### config.mk
export PLATFORM = sky130hd
export DESIGN_NAME = bitmap_block_allocator
export DESIGN_NICKNAME = d
export VERILOG_FILES = /design/src/bba_pkg.sv /design/src/bitmap_block_allocator.sv
export SDC_FILE = /design/constraint.sdc
export NUM_CORES = 2
export LEC_CHECK = 0
export BUFFER_PORTS_ARGS = -buffer_cell sky130_fd_sc_hd__buf_2
export CAP_MARGIN = 20
export CORE_ASPECT_RATIO = 1.2
export CORE_MARGIN = 4
export CORE_UTILIZATION = 36
export DETAILED_ROUTE_END_ITERATION = 8
export SLEW_MARGIN = 0
export SYNTH_ARGS = -nofsm -noshare
export SYNTH_HDL_FRONTEND = slang
export SYNTH_SLANG_ARGS = --single-unit
export TNS_END_PERCENT = 30
### constraint.sdc
create_clock -name clock -period 10.12 [get_ports clock]
set_input_delay 1.518 -clock clock [delete_from_list [all_inputs] [get_ports clock]]
set_output_delay 1.518 -clock clock [all_outputs]
set_load 0.02 [all_outputs]
### src/bba_pkg.sv
// Package for the bitmap block allocator: opcodes, status codes, FSM states
// and the fixed widths shared by the design. No dependencies.

package bba_pkg;

   // Fixed field widths
   localparam int OPCODE_W    = 3;
   localparam int INDEX_W     = 12;
   localparam int STATUS_W    = 2;
   localparam int POS_W       = 13;            // capacity, hint, count, block positions
   localparam int WORD_BITS   = 64;            // bitmap word width
   localparam int BIT_W       = 6;             // bit offset inside a word
   localparam int WPTR_W      = POS_W - BIT_W; // word number of a position
   localparam int DATA_W      = 32;            // APB data width
   localparam int ADDR_W_CSR  = 3;             // APB byte address width

   localparam int MAX_BLOCKS_DEF = 4096;
   localparam int CAP_MAX        = (1 << POS_W) - 1;
   localparam logic [POS_W-1:0] CAP_RESET = POS_W'(4096);

   typedef enum logic [OPCODE_W-1:0] {
      OP_ALLOC     = 3'd0,
      OP_FREE      = 3'd1,
      OP_NEXT_LIN  = 3'd2,
      OP_NEXT_CIRC = 3'd3,
      OP_QUERY     = 3'd4
   } opcode_type;

   typedef enum logic [STATUS_W-1:0] {
      STAT_OK       = 2'd0,
      STAT_OOM      = 2'd1,
      STAT_BAD_FREE = 2'd2,
      STAT_END      = 2'd3
   } status_type;

   typedef enum logic [2:0] {
      S_CLEAR,
      S_IDLE,
      S_LAUNCH,
      S_SCAN,
      S_CHECK
   } state_type;

   // Register index of block_capacity
   localparam logic REG_CAPACITY = 1'b0;

endpackage

### src/bitmap_block_allocator.sv
// Bitmap block allocator top level: bitmap memory, scan sequencer and CSR.
// Depends on bba_pkg.

// Fixed-size block allocator. One used bit per block is held in a memory of
// 64-bit words (MAX_BLOCKS/64 words, rounded up) with a registered read port.
// A transaction is accepted when start is high and busy is low. Its result is
// shown on the rsp_ ports for exactly one cycle with rsp_valid high and cannot
// be held off. Free and query do one word read and check. Unknown opcodes and
// a circular iterator with a zero count are answered without a read. Allocate
// and the linear iterator read bitmap words one word per cycle with a
// find-first-set until a match or the end of the range. The circular iterator
// scans from its start to the capacity and then from zero to its start, with
// one relaunch between the two ranges. busy drops in the cycle the result is
// shown, so the next transaction can be accepted in that cycle. After reset
// the block clears the bitmap one word a cycle and holds busy high meanwhile;
// the APB port is served throughout. block_capacity lies at APB byte address 0.

module bitmap_block_allocator #(
   parameter int MAX_BLOCKS = bba_pkg::MAX_BLOCKS_DEF
) (
   input  logic                              clock,
   input  logic                              reset,
   // command channel
   input  logic                              start,
   output logic                              busy,
   input  logic [bba_pkg::OPCODE_W-1:0]      req_opcode,
   input  logic [bba_pkg::INDEX_W-1:0]       req_block_index,
   input  logic                              req_from_start,
   // result channel
   output logic                              rsp_valid,
   output logic [bba_pkg::STATUS_W-1:0]      rsp_status,
   output logic [bba_pkg::INDEX_W-1:0]       rsp_result_index,
   output logic                              rsp_is_used,
   output logic [bba_pkg::POS_W-1:0]         rsp_live_count,
   // APB configuration port
   input  logic                              psel,
   input  logic                              penable,
   input  logic                              pwrite,
   input  logic [bba_pkg::ADDR_W_CSR-1:0]    paddr,
   input  logic [bba_pkg::DATA_W-1:0]        pwdata,
   output logic [bba_pkg::DATA_W-1:0]        prdata,
   output logic                              pready
);

   import bba_pkg::*;

   localparam int WORD_COUNT = (MAX_BLOCKS + WORD_BITS - 1) / WORD_BITS;
   localparam int ADDR_W     = (WORD_COUNT > 1) ? $clog2(WORD_COUNT) : 1;
   localparam int CAP_LIM    = (MAX_BLOCKS > CAP_MAX) ? CAP_MAX : MAX_BLOCKS;
   localparam logic [POS_W-1:0] CAP_LIM_V  = POS_W'(CAP_LIM);
   localparam logic [ADDR_W-1:0] CLR_LAST  = ADDR_W'(WORD_COUNT - 1);
   localparam logic [WORD_BITS-1:0] ALL_ONES = {WORD_BITS{1'b1}};

   // ---------------------------------------------------------------------
   // Registers
   // ---------------------------------------------------------------------
   state_type               state_ff, state_in;
   logic [POS_W-1:0]        cap_cfg_ff, cap_cfg_in;
   logic [POS_W-1:0]        hint_ff, hint_in;
   logic [POS_W-1:0]        count_ff, count_in;
   logic [ADDR_W-1:0]       clr_ptr_ff, clr_ptr_in;

   logic [OPCODE_W-1:0]     op_ff, op_in;
   logic [INDEX_W-1:0]      idx_ff, idx_in;
   logic                    fs_ff, fs_in;
   logic                    phase_ff, phase_in;
   logic [POS_W-1:0]        lo_ff, lo_in;
   logic [POS_W-1:0]        hi_ff, hi_in;
   logic [POS_W-1:0]        wstart_ff, wstart_in;
   logic [WPTR_W-1:0]       wptr_ff, wptr_in;
   logic                    first_ff, first_in;

   logic                    rsp_valid_ff, rsp_valid_in;
   logic [STATUS_W-1:0]     rsp_status_ff, rsp_status_in;
   logic [INDEX_W-1:0]      rsp_index_ff, rsp_index_in;
   logic                    rsp_used_ff, rsp_used_in;
   logic [POS_W-1:0]        rsp_count_ff, rsp_count_in;

   // bitmap memory
   logic [WORD_BITS-1:0]    bitmap_mem [WORD_COUNT];
   logic [WORD_BITS-1:0]    rd_data_ff;
   logic                    rd_en;
   logic [ADDR_W-1:0]       rd_addr;
   logic                    wr_en;
   logic [ADDR_W-1:0]       wr_addr;
   logic [WORD_BITS-1:0]    wr_data;

   // ---------------------------------------------------------------------
   // Scan datapath
   // ---------------------------------------------------------------------
   logic [POS_W-1:0]        cap;
   logic [POS_W-1:0]        start_lin;
   logic [POS_W-1:0]        start_circ;
   logic [POS_W-1:0]        lo_c, hi_c;
   logic                    want_used;
   logic [WORD_BITS-1:0]    lo_mask, hi_mask, cand;
   logic                    found;
   logic [BIT_W-1:0]        ffs;
   logic [POS_W-1:0]        found_pos;
   logic [WPTR_W:0]         wptr_next;
   logic                    range_done;
   logic                    chk_bit;
   logic                    chk_in_range;

   // effective capacity
   assign cap = (cap_cfg_ff > CAP_LIM_V) ? CAP_LIM_V : cap_cfg_ff;

   // iterator start positions
   assign start_lin  = fs_ff ? '0 : ({1'b0, idx_ff} + POS_W'(1));
   assign start_circ = (start_lin >= cap) ? '0 : start_lin;

   assign want_used = (op_ff != OP_ALLOC);

   // masks for the word under evaluation
   assign lo_mask = first_ff ? (ALL_ONES << lo_ff[BIT_W-1:0]) : ALL_ONES;
   assign hi_mask = (wptr_ff == hi_ff[POS_W-1:BIT_W])
                    ? ((WORD_BITS'(1) << hi_ff[BIT_W-1:0]) - WORD_BITS'(1))
                    : ALL_ONES;
   assign cand    = (want_used ? rd_data_ff : ~rd_data_ff) & lo_mask & hi_mask;
   assign found   = |cand;

   // find first set bit
   always_comb begin
      ffs = '0;
      for (int j = WORD_BITS - 1; j >= 0; j--) begin
         if (cand[j]) begin
            ffs = BIT_W'(j);
         end
      end
   end

   assign found_pos  = {wptr_ff, ffs};
   assign wptr_next  = {1'b0, wptr_ff} + (WPTR_W+1)'(1);
   assign range_done = ({wptr_next, {BIT_W{1'b0}}} >= {1'b0, hi_ff});

   // free / query bit check
   assign chk_bit      = rd_data_ff[idx_ff[BIT_W-1:0]];
   assign chk_in_range = ({1'b0, idx_ff} < cap);

   // ---------------------------------------------------------------------
   // Sequencer: next state, memory control and results
   // ---------------------------------------------------------------------
   always_comb begin
      state_in      = state_ff;
      hint_in       = hint_ff;
      count_in      = count_ff;
      clr_ptr_in    = clr_ptr_ff;
      op_in         = op_ff;
      idx_in        = idx_ff;
      fs_in         = fs_ff;
      phase_in      = phase_ff;
      lo_in         = lo_ff;
      hi_in         = hi_ff;
      wstart_in     = wstart_ff;
      wptr_in       = wptr_ff;
      first_in      = first_ff;
      rsp_valid_in  = 1'b0;
      rsp_status_in = rsp_status_ff;
      rsp_index_in  = rsp_index_ff;
      rsp_used_in   = rsp_used_ff;
      rsp_count_in  = rsp_count_ff;
      rd_en         = 1'b0;
      rd_addr       = '0;
      wr_en         = 1'b0;
      wr_addr       = '0;
      wr_data       = '0;
      lo_c          = '0;
      hi_c          = cap;

      case (state_ff)
         // clear bitmap after reset
         S_CLEAR: begin
            wr_en   = 1'b1;
            wr_addr = clr_ptr_ff;
            wr_data = '0;
            clr_ptr_in = clr_ptr_ff + ADDR_W'(1);
            if (clr_ptr_ff == CLR_LAST) begin
               state_in = S_IDLE;
            end
         end

         S_IDLE: begin
            if (start) begin
               op_in    = req_opcode;
               idx_in   = req_block_index;
               fs_in    = req_from_start;
               phase_in = 1'b0;
               state_in = S_LAUNCH;
            end
         end

         // set up a scan range or a single word read, or answer at once
         S_LAUNCH: begin
            rsp_status_in = STAT_OK;
            rsp_index_in  = '0;
            rsp_used_in   = 1'b0;
            rsp_count_in  = count_ff;
            case (opcode_type'(op_ff))
               OP_ALLOC: begin
                  lo_c = hint_ff;
                  hi_c = cap;
               end
               OP_NEXT_LIN: begin
                  lo_c = start_lin;
                  hi_c = cap;
               end
               OP_NEXT_CIRC: begin
                  lo_c = phase_ff ? '0 : start_circ;
                  hi_c = phase_ff ? wstart_ff : cap;
               end
               default: begin
                  lo_c = '0;
                  hi_c = cap;
               end
            endcase

            case (opcode_type'(op_ff))
               OP_ALLOC, OP_NEXT_LIN, OP_NEXT_CIRC: begin
                  if (op_ff == OP_NEXT_CIRC && !phase_ff) begin
                     wstart_in = start_circ;
                  end
                  if (op_ff == OP_NEXT_CIRC && count_ff == '0) begin
                     rsp_status_in = STAT_END;
                     rsp_valid_in  = 1'b1;
                     state_in      = S_IDLE;
                  end else if (lo_c >= hi_c) begin
                     // empty range
                     if (op_ff == OP_NEXT_CIRC && !phase_ff) begin
                        phase_in = 1'b1;
                     end else begin
                        rsp_status_in = (op_ff == OP_ALLOC) ? STAT_OOM : STAT_END;
                        rsp_valid_in  = 1'b1;
                        state_in      = S_IDLE;
                     end
                  end else begin
                     lo_in    = lo_c;
                     hi_in    = hi_c;
                     wptr_in  = lo_c[POS_W-1:BIT_W];
                     first_in = 1'b1;
                     rd_en    = 1'b1;
                     rd_addr  = ADDR_W'(lo_c[POS_W-1:BIT_W]);
                     state_in = S_SCAN;
                  end
               end
               OP_FREE, OP_QUERY: begin
                  rd_en    = 1'b1;
                  rd_addr  = ADDR_W'(idx_ff[INDEX_W-1:BIT_W]);
                  state_in = S_CHECK;
               end
               default: begin
                  // unknown opcode: no change
                  rsp_valid_in = 1'b1;
                  state_in     = S_IDLE;
               end
            endcase
         end

         // one bitmap word per cycle; next word read issued ahead
         S_SCAN: begin
            if (found) begin
               rsp_status_in = STAT_OK;
               rsp_index_in  = found_pos[INDEX_W-1:0];
               if (op_ff == OP_ALLOC) begin
                  wr_en    = 1'b1;
                  wr_addr  = ADDR_W'(wptr_ff);
                  wr_data  = rd_data_ff | (WORD_BITS'(1) << ffs);
                  count_in = count_ff + POS_W'(1);
                  hint_in  = found_pos + POS_W'(1);
               end
               rsp_count_in = count_in;
               rsp_valid_in = 1'b1;
               state_in     = S_IDLE;
            end else if (range_done) begin
               if (op_ff == OP_NEXT_CIRC && !phase_ff) begin
                  phase_in = 1'b1;
                  state_in = S_LAUNCH;
               end else begin
                  rsp_status_in = (op_ff == OP_ALLOC) ? STAT_OOM : STAT_END;
                  rsp_index_in  = '0;
                  rsp_valid_in  = 1'b1;
                  state_in      = S_IDLE;
               end
            end else begin
               wptr_in  = wptr_next[WPTR_W-1:0];
               first_in = 1'b0;
               rd_en    = 1'b1;
               rd_addr  = ADDR_W'(wptr_next[WPTR_W-1:0]);
            end
         end

         // free or query on one word
         S_CHECK: begin
            if (op_ff == OP_FREE) begin
               if (chk_in_range && chk_bit) begin
                  wr_en    = 1'b1;
                  wr_addr  = ADDR_W'(idx_ff[INDEX_W-1:BIT_W]);
                  wr_data  = rd_data_ff & ~(WORD_BITS'(1) << idx_ff[BIT_W-1:0]);
                  count_in = count_ff - POS_W'(1);
                  hint_in  = '0;
                  rsp_status_in = STAT_OK;
               end else begin
                  rsp_status_in = STAT_BAD_FREE;
               end
            end else begin
               rsp_used_in = chk_in_range & chk_bit;
            end
            rsp_count_in = count_in;
            rsp_valid_in = 1'b1;
            state_in     = S_IDLE;
         end

         default: begin
            state_in = S_IDLE;
         end
      endcase
   end

   // ---------------------------------------------------------------------
   // Bitmap memory: one write port, one registered read port
   // ---------------------------------------------------------------------
   always_ff @(posedge clock) begin
      if (wr_en) begin
         bitmap_mem[wr_addr] <= wr_data;
      end
      if (rd_en) begin
         rd_data_ff <= bitmap_mem[rd_addr];
      end
   end

   // ---------------------------------------------------------------------
   // APB register write
   // ---------------------------------------------------------------------
   always_comb begin
      cap_cfg_in = cap_cfg_ff;
      if (psel && penable && pwrite && pready && paddr[2] == REG_CAPACITY) begin
         cap_cfg_in = pwdata[POS_W-1:0];
      end
   end

   assign pready = 1'b1;
   assign prdata = (paddr[2] == REG_CAPACITY) ? DATA_W'(cap_cfg_ff) : '0;

   // ---------------------------------------------------------------------
   // Control registers
   // ---------------------------------------------------------------------
   always_ff @(posedge clock) begin
      if (reset) begin
         state_ff     <= S_CLEAR;
         cap_cfg_ff   <= CAP_RESET;
         hint_ff      <= '0;
         count_ff     <= '0;
         clr_ptr_ff   <= '0;
         rsp_valid_ff <= 1'b0;
      end else begin
         state_ff     <= state_in;
         cap_cfg_ff   <= cap_cfg_in;
         hint_ff      <= hint_in;
         count_ff     <= count_in;
         clr_ptr_ff   <= clr_ptr_in;
         rsp_valid_ff <= rsp_valid_in;
      end
   end

   // Payload registers
   always_ff @(posedge clock) begin
      op_ff         <= op_in;
      idx_ff        <= idx_in;
      fs_ff         <= fs_in;
      phase_ff      <= phase_in;
      lo_ff         <= lo_in;
      hi_ff         <= hi_in;
      wstart_ff     <= wstart_in;
      wptr_ff       <= wptr_in;
      first_ff      <= first_in;
      rsp_status_ff <= rsp_status_in;
      rsp_index_ff  <= rsp_index_in;
      rsp_used_ff   <= rsp_used_in;
      rsp_count_ff  <= rsp_count_in;
   end

   // outputs
   assign busy             = (state_ff != S_IDLE);
   assign rsp_valid        = rsp_valid_ff;
   assign rsp_status       = rsp_status_ff;
   assign rsp_result_index = rsp_index_ff;
   assign rsp_is_used      = rsp_used_ff;
   assign rsp_live_count   = rsp_count_ff;

endmodule
# Yosys cells after proc, flatten, opt, wreduce, memory -nomap -nowiden

Memory sizes are Yosys's and may differ from the RTL's. A register that Yosys moved wholly into a read port is not among the register bits.
Index checks and enable logic that the tools add are counted.

$add $sub $neg: 7
Multipliers: 0
Divide/modulo/power cells: 0
Magnitude comparators: 6
Equality and inequality tests: 28
Shift operators: 4
Multiplexer cells: 173
Bitwise logic cells: 10
Reductions and logical operators: 31

Operators by type and width:

| cell                                               | count |
|---|---|
| 2-to-1 mux 64 bit                                  | 7 |
| 2-to-1 mux 6 bit                                   | 72 |
| 2-to-1 mux 13 bit                                  | 17 |
| bitwise AND 64 bit                                 | 3 |
| << shifter 1 x 6 -> 64 bit, first input constant   | 3 |
| inverter 64 bit                                    | 2 |
| case mux 64 bit (2 select lines)                   | 1 |
| case mux 13 bit (3 select lines)                   | 2 |
| OR 64 bit                                          | 1 |
| OR reduction 64 bit                                | 1 |
| << shifter 64 x 6 -> 64 bit, first input constant  | 1 |
| subtractor 64 x 1 -> 64 bit, second input constant | 1 |
| case mux 13 bit (2 select lines)                   | 2 |
| 2-to-1 mux 12 bit                                  | 3 |
| 2-to-1 mux 7 bit                                   | 5 |
| 2-to-1 mux 1 bit                                   | 29 |
| inequality test 2 bit, second input constant       | 14 |
| adder 13 x 1 -> 13 bit, second input constant      | 2 |
| greater-or-equal comparator 13 bit                 | 2 |
| case mux 12 bit (2 select lines)                   | 1 |
| case mux 6 bit (2 select lines)                    | 2 |
| 2-to-1 mux 2 bit                                   | 11 |
| 2-to-1 mux 3 bit                                   | 7 |
| case mux 6 bit (3 select lines)                    | 1 |
| 39 further kinds                                   | 69 |

Bits in registers: 134
Bits in latches: 0
Bits in writable memories: 4,096
Bits in read-only memories: 0
Output and inout bits: 63
Logic and storage cells: 279
Memories kept: 1

Memories:

| name       | words | bits a word | rd ports | clocked after Yosys merged registers in | wr ports | line                         | text |
|---|---|---|---|---|---|---|---|
| bitmap_mem | 64    | 64          | 1        | 1                                       | 1        | bitmap_block_allocator.sv:80 | `logic [WORD_BITS-1:0] bitmap_mem [WORD_COUNT];` |

# Depth between registers and ports, before layout

Depth in word-level cells: 73
Depth in mapped cells: 32

# Least setup slack after synthesis

Ideal clock, no wire load.

Path kind: flip-flop to flip-flop
From: register hi_ff[2]
To: memory bitmap_mem[24][0] (enable)
Library setup time: 487 ps
Data arrival time: 7,340 ps
Slack: 2,294 ps
Cell stages (with the launch flop): 22
Path buffers: 5
Cell sequence: edfxtp_1 -> buf_2 -> or4_1 -> buf_2 -> nor2_2 -> nand2_1 -> ha_1 -> clkbuf_1 -> clkbuf_1 -> nand2_1 -> a21oi_1 -> a221oi_1 -> nor2_1 -> a211o_1 -> or4_4 -> nor4b_4 -> a21oi_1 -> a22oi_1 -> nand2_1 -> or2_2 -> clkbuf_1 -> nor2_1

Longest elaborated chain between the ends: 9
Elaborated cells on any way between the ends: 11
Those cells by class: 1 x add/sub; 1 x shift; 7 x mux; 1 x bitwise; 1 x reduce/logical

RTL lines:

| element                                | line                          | text |
|---|---|---|
| start, declared                        | bitmap_block_allocator.sv:68  | `logic [POS_W-1:0] hi_ff, hi_in;` |
| start signal, assigned                 | bitmap_block_allocator.sv:371 | `hi_ff <= hi_in;` |
| << shifter 1 x 6 -> 64 bit *           | bitmap_block_allocator.sv:117 | `? ((WORD_BITS'(1) << hi_ff[BIT_W-1:0]) - WORD_BITS'(1))` |
| subtractor 64 x 1 -> 64 bit *          | bitmap_block_allocator.sv:117 |  |
| 2-to-1 mux 64 bit *                    | bitmap_block_allocator.sv:117 |  |
| bitwise AND 64 bit *                   | bitmap_block_allocator.sv:119 | `assign cand = (want_used ? rd_data_ff : ~rd_data_ff) & lo_mask & hi_mask;` |
| OR reduction 64 bit *                  | bitmap_block_allocator.sv:120 | `assign found = \|cand;` |
| 2-to-1 mux 1 bit                       | bitmap_block_allocator.sv:260 | `if (found) begin` |
| case mux 1 bit (3 select lines)        | bitmap_block_allocator.sv:170 | `case (state_ff)` |
| 2-to-1 mux 1 bit                       | bitmap_block_allocator.sv:322 | `if (wr_en) begin` |
| 2-to-1 mux 1 bit (implied by the code) | bitmap_block_allocator.sv:323 | `bitmap_mem[wr_addr] <= wr_data;` |
| end, declared                          | bitmap_block_allocator.sv:80  |  |

Mark *: on every way between the ends. The rest lies on a longest branch, timed or not.

# Final worst setup path

From: register idx_ff[1]
To: register rd_data_ff[47] (read register of bitmap_mem), data pin

Longest elaborated chain between the ends: 12
Elaborated cells on any way between the ends: 16
Those cells by class: 1 x add/sub; 2 x order compare; 13 x mux

RTL lines:

| element                                                                                   | line                          | text |
|---|---|---|
| start, declared                                                                           | bitmap_block_allocator.sv:64  | `logic [INDEX_W-1:0] idx_ff, idx_in;` |
| start signal, assigned                                                                    | bitmap_block_allocator.sv:367 | `idx_ff <= idx_in;` |
| adder 12 x 1 -> 13 bit *                                                                  | bitmap_block_allocator.sv:109 | `assign start_lin = fs_ff ? '0 : ({1'b0, idx_ff} + POS_W'(1));` |
| 2-to-1 mux 13 bit *                                                                       | bitmap_block_allocator.sv:109 |  |
| greater-or-equal comparator 13 bit                                                        | bitmap_block_allocator.sv:110 | `assign start_circ = (start_lin >= cap) ? '0 : start_lin;` |
| 2-to-1 mux 13 bit                                                                         | bitmap_block_allocator.sv:110 |  |
| 2-to-1 mux 13 bit                                                                         | bitmap_block_allocator.sv:208 | `lo_c = phase_ff ? '0 : start_circ;` |
| case mux 13 bit (3 select lines) *                                                        | bitmap_block_allocator.sv:198 | `case (opcode_type'(op_ff))` |
| 2-to-1 mux 13 bit *                                                                       | bitmap_block_allocator.sv:170 |  |
| greater-or-equal comparator 13 bit                                                        | bitmap_block_allocator.sv:226 | `end else if (lo_c >= hi_c) begin` |
| 2-to-1 mux 6 bit / 2-to-1 mux 1 bit (equally long branches)                               | bitmap_block_allocator.sv:226 |  |
| 2-to-1 mux 6 bit / 2-to-1 mux 1 bit (equally long branches)                               | bitmap_block_allocator.sv:222 | `if (op_ff == OP_NEXT_CIRC && count_ff == '0) begin` |
| case mux 6 bit (2 select lines) / case mux 1 bit (2 select lines) (equally long branches) | bitmap_block_allocator.sv:217 | `case (opcode_type'(op_ff))` |
| case mux 6 bit (2 select lines) / case mux 1 bit (2 select lines) (equally long branches) | bitmap_block_allocator.sv:170 |  |
| end, declared                                                                             | bitmap_block_allocator.sv:81  | `logic [WORD_BITS-1:0] rd_data_ff;` |

Mark *: on every way between the ends. The rest lies on a longest branch, timed or not. The select of a mux whose other input is x is not followed.
A chain may end at the register's enable or synchronous reset.

==> reports/metrics.sh <==
STATUS='complete, no violations'
DOMINANTREGCELLSYNTH='sky130_fd_sc_hd__edfxtp_1'
GRT_PASS1_VIAS=101000
SYNTH.AVG_CELL_AREA_UM2=15.3
SEQ_POWER_SHARE=0.560
SYNTH_XOR_AREA_FRAC=0.00533
SYNTH.CELLS.MOST_FREQUENT='4245 x sky130_fd_sc_hd__edfxtp_1, 1495 x sky130_fd_sc_hd__nand2_1, 1398 x sky130_fd_sc_hd__mux2i_1, 888 x sky130_fd_sc_hd__a21oi_1, 712 x sky130_fd_sc_hd__o22ai_1'
DIE-WIDTH_UM=640
SYNTH_WARNINGS=0
SETUP_VIOL_COUNT_FINAL=0
CTSHOLDBUFFERS=0
FLOORPLAN.DIE.HEIGHT_UM=766
REPORT.FINAL.HOLD_VIOL_COUNT=0
CTS_MADE_BUFFERS=398
ANTENNA_FOUND_INITIAL=14
CP_DATA_REQUIRED_TIME_NS=10.80
COMB_POWER_SHARE=0.010
HOLDCRITPATHCLASS='reg2reg'
TRITONCTS='done'
PLACE.GP.CONGESTION=0.970
MULTI_INPUT_AREA_MM2=0.0421
TYPE_OF_ELEMENT_CAPTURING_THE_CRITICAL_PATH='flip-flop'
FINISH.NET_COUNT=11700
SYNTH_TOP_AREA_FRAC=0.739
SYNTH_AREA_LEADER_CELL='sky130_fd_sc_hd__edfxtp_1'
HTREEDEPTH=5
HIGHEST_IR_DROP_SEEN_ON_VDD_V=0.000135
CLOCK_PATH_BUFFERS=4
SYNTH_ENABLE_FLOP_CELLS=4245
DRT_PRE_ANTENNA_ITERS=6
FILLERS=42700
TOTAL_SWITCHING_POWER_mW=6.91
CLOCKPOWERSHARE=0.430
POWER_SWITCHING_SHARE=0.200
FIN_SETUP_TNS_NS=0
PERIOD_SHARE=0.927
MAXSLEWHEADROOM=0.187
BUFFER_PORTS.INSERTED=78
RSZ0062_AT_GRT='false'
FINALCLOCKSKEW_NS=0.0969
SYNTH_TOP_FAMILY_BY_AREA='multiplexers'
DR_TOTAL_VIAS=108000
CRIT_SLOWEST_CELL='sky130_fd_sc_hd__nand3_4'
SYNTH_COMPOUND_AREA_FRAC=0.0810
CTS.SINKS=4294
MAXIMUM_NUMBER_OF_PINS_ON_ONE_NET_BEFORE_GLOBAL_ROUTE_REPAIR=119
PLACED_CELL_AREA_MM2=0.186
CTS_REPAIR_RESIZE_COUNT=0
WORSTPATHMAXFANOUT=49
WORST-SLEW-PIN-TRANSITION_NS=1.22
TIMING.MAX_CAP.VIOLATIONS=0
CRITPATHKIND='reg2reg'
POST-CTS-SETUP-BUFFER-COUNT=0
CTS_ROOT_BUFFER='sky130_fd_sc_hd__clkbuf_16'
SYNTH.MUX.AREA_FRACTION=0.0838
CELLLEAKAGEPOWER_nW=61.7
FIN_AREA_MM2=0.198
WL_PER_CELL_UM=32.4
PLACEABLECOREAREA_MM2=0.478
SYNTH.TOP_CELLS.BY_AREA='sky130_fd_sc_hd__edfxtp_1 74%, sky130_fd_sc_hd__mux2i_1 8.1%, sky130_fd_sc_hd__nand2_1 3.3%'
VIASPERCELL=5.93
DP.FINAL_HPWL_MM=324
PLACEMENT_ROWS=278
SLEW_VIOLATIONS=0
NUM_IO_PINS=120
CP_SLOWEST_STAGE_DELAY_NS=0.59
SYNTHDISTINCTLIBCELLS=96
YS_SEQ_ELEMENTS=4294
SEQCELLAREA_MM2=0.128
CTS.CLK_SLEW.WORST_PATHS_NS=0.07
ANTENNA_VIOLATING_NETS_POST_ROUTE=0
SYNTH_ADDER_AREA_SHARE=0.00442
GLOBALROUTEOVERFLOWTOTAL=0
GRT_USAGE=0.232
LAYOUT-AREA-OVERHEAD-VS-SYNTH_PCT=14.9
DRCVIOLATIONCOUNT=0
SYN-INSTANCE-COUNT=11300
ARRIVAL_NS=10.07
PERIOD_MINUS_SLACK_NS=9.39
POWER.INTERNAL_mW=27.7
YS_SEQ_AREA_FRAC=0.744
DRT_FIRST_ITER_VIOLATIONS=14800
INITIAL_CORE_UTIL=0.361
CLOCK_LATENCY_NS=1.01
POWERDENSITY_mW_PER_MM2=174
FMAX_GHz=0.107
FINAL_LAYOUT_SIZE_SUFFIX_GT1_FRAC=0.116
DRT_WL_TOTAL_MM=592
SYNTHMOSTINSTANTIATEDCELL='sky130_fd_sc_hd__edfxtp_1'
GRT_FIRST_PASS_WIRELENGTH_MM=808
TOTAL_STANDARD_CELL_AREA_AFTER_SYNTHESIS_MM2=0.173
WORST_SETUP_PATH_START_KIND='flip-flop'
POSTSYNTH.ASYNCRESETSHARE=0
AREA_OF_THE_DIE_MM2=0.491
SYNTH-SIMPLE-AREA-SHARE=0.0608
==> cell usage in the layout (no fill, tap or decap), types with 39 or more instances in the layout <==
cell type	netlist	layout
sky130_fd_sc_hd__a21oi_1	888	823
sky130_fd_sc_hd__a21oi_4	0	65
sky130_fd_sc_hd__a31oi_1	39	39
sky130_fd_sc_hd__buf_12	0	191
sky130_fd_sc_hd__buf_2	315	78
sky130_fd_sc_hd__buf_4	37	363
sky130_fd_sc_hd__clkbuf_1	295	91
sky130_fd_sc_hd__clkbuf_16	0	402
sky130_fd_sc_hd__clkinv_1	4	97
sky130_fd_sc_hd__clkinv_2	0	55
sky130_fd_sc_hd__dfxtp_1	49	49
sky130_fd_sc_hd__edfxtp_1	4245	4245
sky130_fd_sc_hd__ha_1	61	60
sky130_fd_sc_hd__inv_1	60	60
sky130_fd_sc_hd__mux2i_1	1398	1398
sky130_fd_sc_hd__nand2_1	1495	1492
sky130_fd_sc_hd__nand3_1	77	71
sky130_fd_sc_hd__nor2_1	240	172
sky130_fd_sc_hd__nor2_4	0	68
sky130_fd_sc_hd__nor3_1	99	97
sky130_fd_sc_hd__nor4_1	69	68
sky130_fd_sc_hd__o2111ai_1	47	47
sky130_fd_sc_hd__o21ai_0	172	170
sky130_fd_sc_hd__o22ai_1	712	712
sky130_fd_sc_hd__o31ai_1	46	46
sky130_fd_sc_hd__o41ai_1	110	110
sky130_fd_sc_hd__or3_1	46	46
sky130_fd_sc_hd__or4_1	129	129
sky130_fd_sc_hd__xnor2_1	77	77
==> metal layers <==
metal | track usage | wire [µm] | vias up
li1 | - | - | 44700
met1 | 0.306 | 224000 | 56000
met2 | 0.371 | 275000 | 6324
met3 | 0.0441 | 61000 | 1336
met4 | 0.108 | 32400 | 14
met5 | 0 | 83 | -
==> power groups by stage <==
| stage | combinational [mW] | clock [mW] | sequential, mW |
|---|---|---|---|
| after global routing | 0.356 | 15.7 | 19.4 |
| after detailed placement | 0.344 | 0 | 19.7 |
| after CTS | 0.346 | 15.0 | 19.4 |
| final | 0.348 | 14.9 | 19.4 |
| after floorplan | 0.154 | 0 | 19.7 |
| after global placement | 0.343 | 0 | 19.7 |
==> path summary, 6_finish.rpt <==
kind,end,depth (start not counted),slack (ns),start
max,rd_data_ff[47],30,0.73,idx_ff[1]
min,cap_cfg_ff[1],2,0.47,cap_cfg_ff[1]
max reg2reg,rd_data_ff[47],30,0.73,idx_ff[1]
min reg2reg,cap_cfg_ff[1],2,0.47,cap_cfg_ff[1]
==> per-stage QoR <==
| step | utilization | power [mW] | worst slack [ns] | cells | hold WS [ns] |
|---|---|---|---|---|---|
| floorplan | - | 19.9 | 2.29 | 11300 | 0.444 |
| global placement | 0.389 | 20.1 | 0.661 | 17500 | 0.458 |
| detailed placement | 0.389 | 20.1 | 0.721 | 17500 | 0.458 |
| CTS | 0.415 | 34.7 | 0.549 | 18200 | 0.467 |
| global route | 0.415 | 35.5 | 0.280 | 18300 | 0.490 |
| finish | 0.415 | 34.6 | 0.734 | 18300 | 0.468 |
==> cells by family after synthesis <==
group           Yosys count
mux                    1420
fa+ha+maj                61
flops                  4294
xor+xnor                105
other cells               2
compound gates         2279
simple gates           2352
buf+inv                 782
==> flip-flops by register name (all words and copies together), names as in the netlist <==
| signal | count |
|---|---|
| state_ff | 3 |
| count_ff | 13 |
| rsp_is_used | 1 |
| hint_ff | 13 |
| first_ff | 1 |
| rd_data_ff | 64 |
| cap_cfg_ff | 13 |
| rsp_status | 2 |
| rsp_valid | 1 |
| hi_ff | 13 |
| op_ff | 3 |
| rsp_result_index | 12 |
| clr_ptr_ff | 6 |
| wstart_ff | 13 |
| idx_ff | 12 |
| rsp_live_count | 13 |
| phase_ff | 1 |
| wptr_ff | 7 |
| lo_ff | 6 |
| bitmap_mem | 4096 |
| fs_ff | 1 |
==> critical path, delay by kind of cell, from the launching register on <==
| family | cells | cell delay (ns) |
|---|---|---|
| flip-flops | 1 | 0.36 |
| AND/OR/NAND/NOR | 14 | 3.14 |
| adder cells (fa/ha/maj) | 3 | 1.03 |
| buffers and inverters | 3 | 0.89 |
| XOR/XNOR | 1 | 0.19 |
| AO/OA/AOI/OAI | 9 | 3.38 |
==> area by class of cell <==
cell class,count,area share
diodes,6,0.0000757
multi-input cells,6237,0.212
repair buffers,633,0.0351
clock buffers,494,0.0525
inverters,64,0.00121
flip-flops and latches,4294,0.648
well taps,6300,0.0398
clock inverters,229,0.0113
Note: power is estimated with default switching activity, not from simulation.
